[src/sv/slr_pkg.sv]
// Shared types and constants of the shuffled Lehmer random generator.
package slr_pkg;

    // Minimal-standard Lehmer constants.
    localparam logic [31:0] LEHMER_MOD   = 32'd2147483647;
    localparam logic [16:0] LEHMER_MUL   = 17'd16807;

    // Extra generator steps run ahead of the table fill.
    localparam int          WARMUP_EXTRA = 8;

    // Shift of the reciprocal used for the slot division.
    localparam int          RECIP_SHIFT  = 32;

    // Operand selection of the shared multiplier.
    localparam logic [2:0]  MUL_NONE     = 3'd0;
    localparam logic [2:0]  MUL_LEHMER   = 3'd1;
    localparam logic [2:0]  MUL_RECIP    = 3'd2;
    localparam logic [2:0]  MUL_NDIV     = 3'd3;
    localparam logic [2:0]  MUL_SPAN_LO  = 3'd4;
    localparam logic [2:0]  MUL_SPAN_HI  = 3'd5;

    // Input word.
    typedef struct packed {
        logic               func;
        logic signed [31:0] range_low;
        logic signed [31:0] range_high;
    } in_word_t;

    // Result word.
    typedef struct packed {
        logic        [30:0] raw_value;
        logic signed [31:0] ranged_value;
        logic               range_error;
        logic        [30:0] current_seed;
    } out_word_t;

    // Commands from the controller to the datapath.
    typedef struct packed {
        logic       load_in;
        logic       seed_load;
        logic       seed_step;
        logic [2:0] mul_sel;
        logic       q_load;
        logic       slot_load;
        logic       ram_we;
        logic       ram_fill;
        logic       last_fill;
        logic       raw_load;
        logic       acc_init;
        logic       acc_add;
        logic       sum_load;
        logic       out_load;
    } cmd_t;

endpackage

[src/sv/slr_ram.sv]
// Generic simple dual-port RAM with one write port and a registered read port.
module slr_ram #(
    parameter int WIDTH = 31,
    parameter int DEPTH = 32
) (
    input  logic                     clk,
    input  logic                     we,
    input  logic [$clog2(DEPTH)-1:0] waddr,
    input  logic [WIDTH-1:0]         wdata,
    input  logic [$clog2(DEPTH)-1:0] raddr,
    output logic [WIDTH-1:0]         rdata
);

    logic [WIDTH-1:0] mem [DEPTH];
    logic [WIDTH-1:0] rdata_reg;

    // Write port and registered read port.
    always_ff @(posedge clk)
    begin
        if (we)
        begin
            mem[waddr] <= wdata;
        end
        rdata_reg <= mem[raddr];
    end

    assign rdata = rdata_reg;

endmodule

[src/sv/slr_ctrl.sv]
// Controller state machine that sequences table refill, draw and range mapping.
module slr_ctrl #(
    parameter int TABLE_SIZE = 32
) (
    input  logic                          clk,
    input  logic                          rst_n,
    input  logic                          in_valid,
    output logic                          in_ready,
    input  logic                          in_func,
    output logic                          out_valid,
    input  logic                          out_ready,
    input  logic                          cfg_we,
    output slr_pkg::cmd_t                 cmd,
    output logic [$clog2(TABLE_SIZE)-1:0] fill_idx
);
    import slr_pkg::*;

    localparam int SLOT_W = $clog2(TABLE_SIZE);
    localparam int CNT_W  = $clog2(TABLE_SIZE + WARMUP_EXTRA);

    localparam logic [3:0] S_IDLE      = 4'd0;
    localparam logic [3:0] S_FILL_LOAD = 4'd1;
    localparam logic [3:0] S_FILL_MUL  = 4'd2;
    localparam logic [3:0] S_FILL_RED  = 4'd3;
    localparam logic [3:0] S_SLOT1     = 4'd4;
    localparam logic [3:0] S_SLOT2     = 4'd5;
    localparam logic [3:0] S_SLOT3     = 4'd6;
    localparam logic [3:0] S_READ      = 4'd7;
    localparam logic [3:0] S_SWAP      = 4'd8;
    localparam logic [3:0] S_MAP1      = 4'd9;
    localparam logic [3:0] S_MAP2      = 4'd10;
    localparam logic [3:0] S_MAP3      = 4'd11;
    localparam logic [3:0] S_MAP4      = 4'd12;
    localparam logic [3:0] S_DONE      = 4'd13;

    logic [3:0]       state_reg, state_next;
    logic [CNT_W-1:0] cnt_reg, cnt_next;
    logic             table_ready_reg, table_ready_next;
    logic             func_reg, func_next;
    logic             out_valid_reg, out_valid_next;

    assign in_ready  = (state_reg == S_IDLE);
    assign out_valid = out_valid_reg;
    assign fill_idx  = cnt_reg[SLOT_W-1:0];

    // Next state and datapath commands.
    always_comb
    begin
        state_next       = state_reg;
        cnt_next         = cnt_reg;
        table_ready_next = table_ready_reg;
        func_next        = func_reg;
        cmd              = '0;
        cmd.mul_sel      = MUL_NONE;

        case (state_reg)
            S_IDLE:
            begin
                if (in_valid)
                begin
                    cmd.load_in = 1'b1;
                    func_next   = in_func;
                    state_next  = table_ready_reg ? S_SLOT1 : S_FILL_LOAD;
                end
            end
            S_FILL_LOAD:
            begin
                cmd.seed_load = 1'b1;
                cnt_next      = CNT_W'(TABLE_SIZE + WARMUP_EXTRA - 1);
                state_next    = S_FILL_MUL;
            end
            S_FILL_MUL:
            begin
                cmd.mul_sel = MUL_LEHMER;
                state_next  = S_FILL_RED;
            end
            S_FILL_RED:
            begin
                cmd.seed_step = 1'b1;
                cmd.ram_fill  = 1'b1;
                cmd.ram_we    = (cnt_reg < CNT_W'(TABLE_SIZE));
                if (cnt_reg == '0)
                begin
                    cmd.last_fill    = 1'b1;
                    table_ready_next = 1'b1;
                    state_next       = S_SLOT1;
                end
                else
                begin
                    cnt_next   = cnt_reg - CNT_W'(1);
                    state_next = S_FILL_MUL;
                end
            end
            S_SLOT1:
            begin
                cmd.mul_sel = MUL_RECIP;
                state_next  = S_SLOT2;
            end
            S_SLOT2:
            begin
                cmd.mul_sel = MUL_NDIV;
                cmd.q_load  = 1'b1;
                state_next  = S_SLOT3;
            end
            S_SLOT3:
            begin
                cmd.slot_load = 1'b1;
                cmd.mul_sel   = MUL_LEHMER;
                state_next    = S_READ;
            end
            S_READ:
            begin
                cmd.seed_step = 1'b1;
                state_next    = S_SWAP;
            end
            S_SWAP:
            begin
                cmd.raw_load = 1'b1;
                cmd.ram_we   = 1'b1;
                state_next   = func_reg ? S_MAP1 : S_DONE;
            end
            S_MAP1:
            begin
                cmd.mul_sel = MUL_SPAN_LO;
                state_next  = S_MAP2;
            end
            S_MAP2:
            begin
                cmd.acc_init = 1'b1;
                cmd.mul_sel  = MUL_SPAN_HI;
                state_next   = S_MAP3;
            end
            S_MAP3:
            begin
                cmd.acc_add = 1'b1;
                state_next  = S_MAP4;
            end
            S_MAP4:
            begin
                cmd.sum_load = 1'b1;
                state_next   = S_DONE;
            end
            S_DONE:
            begin
                if (!out_valid_reg || out_ready)
                begin
                    cmd.out_load = 1'b1;
                    state_next   = S_IDLE;
                end
            end
            default:
            begin
                state_next = S_IDLE;
            end
        endcase

        // A seed write forces a refill before the next draw.
        if (cfg_we)
        begin
            table_ready_next = 1'b0;
        end
    end

    // Output word valid flag.
    always_comb
    begin
        if (cmd.out_load)
        begin
            out_valid_next = 1'b1;
        end
        else if (out_ready)
        begin
            out_valid_next = 1'b0;
        end
        else
        begin
            out_valid_next = out_valid_reg;
        end
    end

    // Control registers.
    always_ff @(posedge clk or negedge rst_n)
    begin
        if (!rst_n)
        begin
            state_reg       <= S_IDLE;
            cnt_reg         <= '0;
            table_ready_reg <= 1'b0;
            func_reg        <= 1'b0;
            out_valid_reg   <= 1'b0;
        end
        else
        begin
            state_reg       <= state_next;
            cnt_reg         <= cnt_next;
            table_ready_reg <= table_ready_next;
            func_reg        <= func_next;
            out_valid_reg   <= out_valid_next;
        end
    end

endmodule

[src/sv/slr_dp.sv]
// Datapath with the shared multiplier, Mersenne reduction, shuffle table and range mapping.
module slr_dp #(
    parameter int TABLE_SIZE = 32
) (
    input  logic                          clk,
    input  logic                          rst_n,
    input  slr_pkg::cmd_t                 cmd,
    input  logic [$clog2(TABLE_SIZE)-1:0] fill_idx,
    input  slr_pkg::in_word_t             in_data,
    input  logic                          cfg_we,
    input  logic [30:0]                   cfg_data,
    output slr_pkg::out_word_t            out_data
);
    import slr_pkg::*;

    localparam int          SLOT_W  = $clog2(TABLE_SIZE);
    localparam int          Q_W     = $clog2(TABLE_SIZE + 1);
    localparam longint      NDIV    = 64'd1 + (64'd2147483646 / TABLE_SIZE);
    localparam longint      RECIP_M = (64'd1 << RECIP_SHIFT) / NDIV;
    localparam logic [31:0] NDIV_W  = NDIV[31:0];
    localparam logic [16:0] RECIP_W = RECIP_M[16:0];
    localparam logic [Q_W:0] SLOT_MAX = (Q_W + 1)'(TABLE_SIZE - 1);

    logic [30:0]       seed_value_reg;
    logic [30:0]       seed_reg;
    logic [30:0]       last_reg;
    logic [30:0]       raw_reg;
    logic [47:0]       prod_reg;
    logic [Q_W-1:0]    q_reg;
    logic [SLOT_W-1:0] slot_reg;
    logic [63:0]       acc_reg;
    logic [33:0]       sum_reg;
    logic [32:0]       span_reg;
    logic              err_reg;
    in_word_t          in_reg;
    out_word_t         out_reg;

    logic [30:0]       mul_a;
    logic [16:0]       mul_b;
    logic [31:0]       red_sum;
    logic [31:0]       red_sub;
    logic [30:0]       new_seed;
    logic [Q_W-1:0]    q0;
    logic [31:0]       rem;
    logic [Q_W:0]      q_fix;
    logic [SLOT_W-1:0] slot_next;
    logic [33:0]       diff;
    logic [33:0]       high_ext;
    logic [31:0]       capped;
    logic [30:0]       ram_rdata;
    logic [SLOT_W-1:0] ram_waddr;
    logic [30:0]       ram_wdata;

    // Shared multiplier operand selection.
    assign q0 = prod_reg[RECIP_SHIFT +: Q_W];

    always_comb
    begin
        case (cmd.mul_sel)
            MUL_LEHMER:
            begin
                mul_a = seed_reg;
                mul_b = LEHMER_MUL;
            end
            MUL_RECIP:
            begin
                mul_a = last_reg;
                mul_b = RECIP_W;
            end
            MUL_NDIV:
            begin
                mul_a = NDIV_W[30:0];
                mul_b = {{(17 - Q_W){1'b0}}, q0};
            end
            MUL_SPAN_LO:
            begin
                mul_a = raw_reg;
                mul_b = {1'b0, span_reg[15:0]};
            end
            MUL_SPAN_HI:
            begin
                mul_a = raw_reg;
                mul_b = span_reg[32:16];
            end
            default:
            begin
                mul_a = '0;
                mul_b = '0;
            end
        endcase
    end

    // Reduction modulo 2^31-1 of the product: fold the high part, then one subtract.
    assign red_sum  = {1'b0, prod_reg[30:0]} + {17'd0, prod_reg[45:31]};
    assign red_sub  = red_sum - LEHMER_MOD;
    assign new_seed = (red_sum >= LEHMER_MOD) ? red_sub[30:0] : red_sum[30:0];

    // Slot from the reciprocal quotient with a one-step correction, capped at the top slot.
    assign rem   = {1'b0, last_reg} - prod_reg[31:0];
    assign q_fix = {1'b0, q_reg} + ((rem >= NDIV_W) ? (Q_W + 1)'(1) : (Q_W + 1)'(0));
    assign slot_next = (q_fix > SLOT_MAX) ? SLOT_MAX[SLOT_W-1:0] : q_fix[SLOT_W-1:0];

    // Span and range check of the captured bounds.
    assign diff = {{2{in_reg.range_high[31]}}, in_reg.range_high}
                - {{2{in_reg.range_low[31]}}, in_reg.range_low} + 34'd1;
    assign high_ext = {{2{in_reg.range_high[31]}}, in_reg.range_high};
    assign capped   = ($signed(sum_reg) > $signed(high_ext)) ? in_reg.range_high : sum_reg[31:0];

    // Shuffle table.
    assign ram_waddr = cmd.ram_fill ? fill_idx : slot_reg;
    assign ram_wdata = cmd.ram_fill ? new_seed : seed_reg;

    slr_ram #(
        .WIDTH (31),
        .DEPTH (TABLE_SIZE)
    ) u_table (
        .clk   (clk),
        .we    (cmd.ram_we),
        .waddr (ram_waddr),
        .wdata (ram_wdata),
        .raddr (slot_reg),
        .rdata (ram_rdata)
    );

    // Seed register and generator state.
    always_ff @(posedge clk or negedge rst_n)
    begin
        if (!rst_n)
        begin
            seed_value_reg <= 31'd1;
            seed_reg       <= 31'd1;
        end
        else
        begin
            if (cfg_we)
            begin
                seed_value_reg <= cfg_data;
                seed_reg       <= cfg_data;
            end
            else if (cmd.seed_load)
            begin
                seed_reg <= seed_value_reg;
            end
            else if (cmd.seed_step)
            begin
                seed_reg <= new_seed;
            end
        end
    end

    // Working registers of a draw.
    always_ff @(posedge clk)
    begin
        if (cmd.load_in)
        begin
            in_reg <= in_data;
        end
        span_reg <= diff[32:0];
        err_reg  <= ($signed(in_reg.range_high) < $signed(in_reg.range_low));
        if (cmd.mul_sel != MUL_NONE)
        begin
            prod_reg <= {17'd0, mul_a} * {31'd0, mul_b};
        end
        if (cmd.q_load)
        begin
            q_reg <= q0;
        end
        if (cmd.slot_load)
        begin
            slot_reg <= slot_next;
        end
        if (cmd.last_fill)
        begin
            last_reg <= new_seed;
        end
        else if (cmd.raw_load)
        begin
            last_reg <= ram_rdata;
        end
        if (cmd.raw_load)
        begin
            raw_reg <= ram_rdata;
        end
        if (cmd.acc_init)
        begin
            acc_reg <= {16'd0, prod_reg};
        end
        else if (cmd.acc_add)
        begin
            acc_reg <= acc_reg + {prod_reg, 16'd0};
        end
        if (cmd.sum_load)
        begin
            sum_reg <= {{2{in_reg.range_low[31]}}, in_reg.range_low} + {1'b0, acc_reg[63:31]};
        end
    end

    // Result word register.
    always_ff @(posedge clk)
    begin
        if (cmd.out_load)
        begin
            out_reg.raw_value    <= raw_reg;
            out_reg.current_seed <= seed_reg;
            out_reg.range_error  <= in_reg.func & err_reg;
            if (!in_reg.func)
            begin
                out_reg.ranged_value <= '0;
            end
            else if (err_reg)
            begin
                out_reg.ranged_value <= '1;
            end
            else
            begin
                out_reg.ranged_value <= capped;
            end
        end
    end

    assign out_data = out_reg;

endmodule

[src/sv/shuffled_lehmer_random.sv]
// Top level of the shuffled minimal-standard Lehmer random generator.
//
// Each accepted word yields one result word: the next value of a 16807*seed mod (2^31-1)
// generator passed through a TABLE_SIZE-entry shuffle table, the generator seed after the
// draw, and, when func is 1, that value mapped into [range_low, range_high] (range_error and
// -1 when the bounds are inverted). A raw draw runs the slot division, the table read and the
// swap, and a mapped draw adds the range multiply in two halves; all multiplications share
// one 31x17 multiplier. The first draw after reset or after a seed write first refills the
// table, after the WARMUP_EXTRA warm-up steps of the generator. A new word is taken once the
// previous result sits in the output register, even while it still waits to be taken.
module shuffled_lehmer_random #(
    parameter int TABLE_SIZE = 32
) (
    input  logic               clk,
    input  logic               rst_n,
    input  logic               in_valid,
    output logic               in_ready,
    input  slr_pkg::in_word_t  in_data,
    output logic               out_valid,
    input  logic               out_ready,
    output slr_pkg::out_word_t out_data,
    input  logic               cfg_we,
    input  logic [30:0]        cfg_data
);
    import slr_pkg::*;

    cmd_t                          cmd;
    logic [$clog2(TABLE_SIZE)-1:0] fill_idx;

    // Sequencer.
    slr_ctrl #(
        .TABLE_SIZE (TABLE_SIZE)
    ) u_ctrl (
        .clk       (clk),
        .rst_n     (rst_n),
        .in_valid  (in_valid),
        .in_ready  (in_ready),
        .in_func   (in_data.func),
        .out_valid (out_valid),
        .out_ready (out_ready),
        .cfg_we    (cfg_we),
        .cmd       (cmd),
        .fill_idx  (fill_idx)
    );

    // Arithmetic and table.
    slr_dp #(
        .TABLE_SIZE (TABLE_SIZE)
    ) u_dp (
        .clk      (clk),
        .rst_n    (rst_n),
        .cmd      (cmd),
        .fill_idx (fill_idx),
        .in_data  (in_data),
        .cfg_we   (cfg_we),
        .cfg_data (cfg_data),
        .out_data (out_data)
    );

endmodule
[config.mk]
export PLATFORM = sky130hd
export DESIGN_NAME = shuffled_lehmer_random
export DESIGN_NICKNAME = d
export VERILOG_FILES = /design/src/sv/slr_pkg.sv /design/src/sv/slr_ram.sv /design/src/sv/slr_ctrl.sv /design/src/sv/slr_dp.sv /design/src/sv/shuffled_lehmer_random.sv
export SDC_FILE = /design/constraint.sdc
export NUM_CORES = 2
export LEC_CHECK = 0
export BUFFER_PORTS_ARGS = -buffer_cell sky130_fd_sc_hd__buf_2
export CAP_MARGIN = 40
export CORE_MARGIN = 2
export CORE_UTILIZATION = 55
export CTS_CLUSTER_SIZE = 10
export DETAILED_ROUTE_END_ITERATION = 12
export GPL_TIMING_DRIVEN = 0
export HOLD_SLACK_MARGIN = 0.03
export PLACE_DENSITY = 0.71
export SLEW_MARGIN = 20
export SYNTH_ARGS = -nofsm -noshare
export SYNTH_HDL_FRONTEND = slang
export SYNTH_SLANG_ARGS = --single-unit
export TNS_END_PERCENT = 100
[constraint.sdc]
create_clock -name clk -period 17.7 [get_ports clk]
set_input_delay 1.77 -clock clk [delete_from_list [all_inputs] [get_ports clk]]
set_output_delay 1.77 -clock clk [all_outputs]
set_load 0.005 [all_outputs]
==> flow_summary.yaml <==
global_routing:
  antenna_found_initial: 12
  grt_overflow: 0
  grt_usage_pct: 34.68
  grt_pass1_vias: 55619
  grt_max_degree: 51
  grt_first_pass_wirelength_mm: 378.4
clock_network:
  cts_max_path_buffers: 3
  cts_tree: "done"
  cts_root_buf: "clkbuf_16"
  h-tree-depth: 4
  clkSinkCount: 1495
  ctsHoldBuffers: 0
  post_cts_buffers: 0
  clkLatencyLatePin_ps: 860
  clkTransAtPathRegs_ps: 60
  numCtsBuffers: 172
  cts.repair.resized: 0
floorplan:
  rows: 141
  die_w_um: 391.0
  ioPinCount: 198
  core_area_mm2: 0.1482
  dieArea_mm2: 0.1528
  fp.dieH_um: 391.0
  start_util_pct: 55.57
worst_setup_path:
  worstPathRequired_ps: 18210
  end_kind: "flop"
  critPathLaunchType: "flop"
  r2r_slack_ps: 6780
  cp_data_arrival_time_ps: 11430
  critPathSlowestCell: "a21oi_1"
  cp_max_fo: 10
  path_class: "reg2reg"
  worst_path_largest_cell_delay_ps: 730
  crit_top_cell: "fa_1"
power_and_ir_drop:
  p_leak_nw: 35.68
  p_comb_share_pct: 46.4
  p_sw_share_pct: 42.95
  seqPwrFrac_pct: 33.2
  clkPwrFrac_pct: 20.4
  power.density_mw_per_mm2: 172.9
  power.switching_mw: 6.961
  total_power_mw: 16.21
  intPower_mw: 9.245
  ir_drop_uv: 149.3
synth:
  synth.largest_area_cell: "edfxtp_1"
  synth-edff-count: 1339
  synth_area_leaders: "edfxtp_1 (49%), fa_1 (11%), mux4_2 (8.5%), ha_1 (5.3%), inv_1 (3.1%)"
  yosysUniqueCellTypes: 99
  synth-async-reset-ratio_pct: 5.017
  yosysSeqAreaShare_pct: 53.08
  syn_nets: 7018
  netlist_instances: 6113
  yosys_most_used_dff: "edfxtp_1"
  synth_warnings: 0
  postSynthAreaPerCell_um2: 13.47
  synth-seq-cells: 1495
  synth_top_cell_area_share_pct: 48.82
  syn_area_mm2: 0.08235
drt:
  routed_via_density: 6.358
  wl_per_cell_um: 30.49
  ant_nets: 0
  firstDrtPassIters: 8
  drt-initial-drc-count: 6584
  vias: 55005
  routed_wirelength_mm: 263.8
  drc: 0
sta:
  finalCritPeriodShare_pct: 61.68
  setup_tns_ps: 0
  timing.final.ws_setup_ps: 6782
  tightest_slew_ps: 1070
  finalHoldViolCount: 0
  fin_skew_ps: 93.02
  holdWs_ps: 437.7
  max_slew_margin_pct: 28.68
  rsz0062_at_grt: "false"
  slew_viol_final: 0
  finalSetupViolations: 0
  layout_min_cycle_time_ps: 10920
  max_freq_mhz: 91.59
finish:
  layout_common_cells: "edfxtp_1 (1339), inv_1 (684), nand2_1 (649)"
  layout_commonest_cell: "edfxtp_1"
  ff_latch_area_mm2: 0.04371
  largest_reg_flops: 992
  final_nets: 7533
  area_growth_pct: 13.80
  n_fill_cell: 10895
  drive_above_1_share_pct: 16.12
  multi_input_area_mm2: 0.03560
  regMostFlops: "u_dp.u_table.mem"
place:
  gp_congestion: 1.030
  hpwl_mm: 192.8
  io_buffers: 197
  dp_worst_setup_slack_ps: 6815
worst_hold_path:
  hold_path.class: "reg2reg"
status:
  outcome: "complete, no violations"
job:
  cap_viol_max_count: 0
-- cells by family after synthesis --
group	share of synthesized area [%]
and+or+nand+nor	7.695
muxes	9.898
buffers and inverters	4.351
xor gates and xnor gates	1.861
DFF	53.08
adders and majority gates	16.34
AOI/OAI and AO/OA	6.775
-- layer usage --
layer	vias to the layer above	track usage, %	part of all wire (%)
met5	-	0	0.014
met4	6	18.48	5.9
met3	755	7.934	10
met2	3426	55.68	47
met1	27911	44.13	36
li1	22907	-	-
-- per-stage QoR --
stage,area [um2],std cells,utilization [%]
floorplan,82350,6113,-
global placement,85750,8240,57.87
detailed placement,88340,8369,59.61
CTS,93500,8633,63.09
global route,93710,8648,63.24
finish,93720,8651,63.24
-- path summary, 6_finish.rpt --
path,from,end,cells after the start
worst max-delay path,u_ctrl.state_reg[0],u_dp.prod_reg[45],31
worst min-delay path,u_dp.u_table.rdata[5],u_dp.raw_reg[5],0
worst max register to register,u_ctrl.state_reg[0],u_dp.prod_reg[45],31
worst min register to register,u_dp.u_table.rdata[5],u_dp.raw_reg[5],0
max in group asynchronous,rst_n,u_ctrl.state_reg[1],2
min in group asynchronous,rst_n,u_dp.seed_value_reg[6],1
-- worst max-delay path: cells and delay by family, from the launching register on --
| kind | cells | cell delay (ps) |
|---|---|---|
| adder cells (fa/ha/maj) | 7 | 3430 |
| AO/OA/AOI/OAI | 8 | 2670 |
| buffers and inverters | 8 | 2270 |
| AND/OR/NAND/NOR | 8 | 1700 |
| flip-flops | 1 | 560 |
-- layout make-up --
| class | instances | area share, % |
|---|---|---|
| Inverter | 686 | 2.748 |
| Timing Repair Buffer | 341 | 3.455 |
| Clock buffer | 240 | 4.932 |
| Clock inverter | 24 | 0.5767 |
| Sequential cell | 1495 | 46.64 |
| Multi-Input combinational cell | 3671 | 37.99 |
| Antenna cell | 3 | 0.008010 |
| Tap cell | 1930 | 2.577 |
| Buffer | 261 | 1.080 |
-- cell usage after synthesis (10+ instances only) --
cell type	count
inv_1	686
buf_1	45
nand2_1	650
nor3_1	45
and2_1	51
nor4_1	14
o21ai_0	202
or3_1	11
o31ai_1	20
ha_1	351
edfxtp_1	1339
a221oi_1	15
a21o_1	86
dfxtp_1	81
nor2b_1	33
mux4_2	310
a22oi_1	44
and3_1	22
o21ai_1	32
fa_1	453
xnor2_1	121
o22ai_1	15
a21oi_1	186
dfrtp_1	73
mux2i_1	10
mux2_2	95
nor2_1	398
a211oi_1	21
o21a_1	57
o21bai_1	30
xor2_1	54
a31oi_1	32
or2_2	11
nand2b_1	32
o211ai_1	11
clkbuf_1	204
nand3_1	45
nand4_1	36
-- power by group through the flow --
stage	registers (mW)	logic, mW	clock network [mW]
after floorplan	5.11	4.59	0
after global placement	5.49	6.73	0
after detailed placement	5.40	7.23	0
after CTS	5.34	7.30	3.33
after global routing	5.36	8.09	3.47
final	5.38	7.51	3.31
Note: power is estimated with default switching activity, not from simulation.
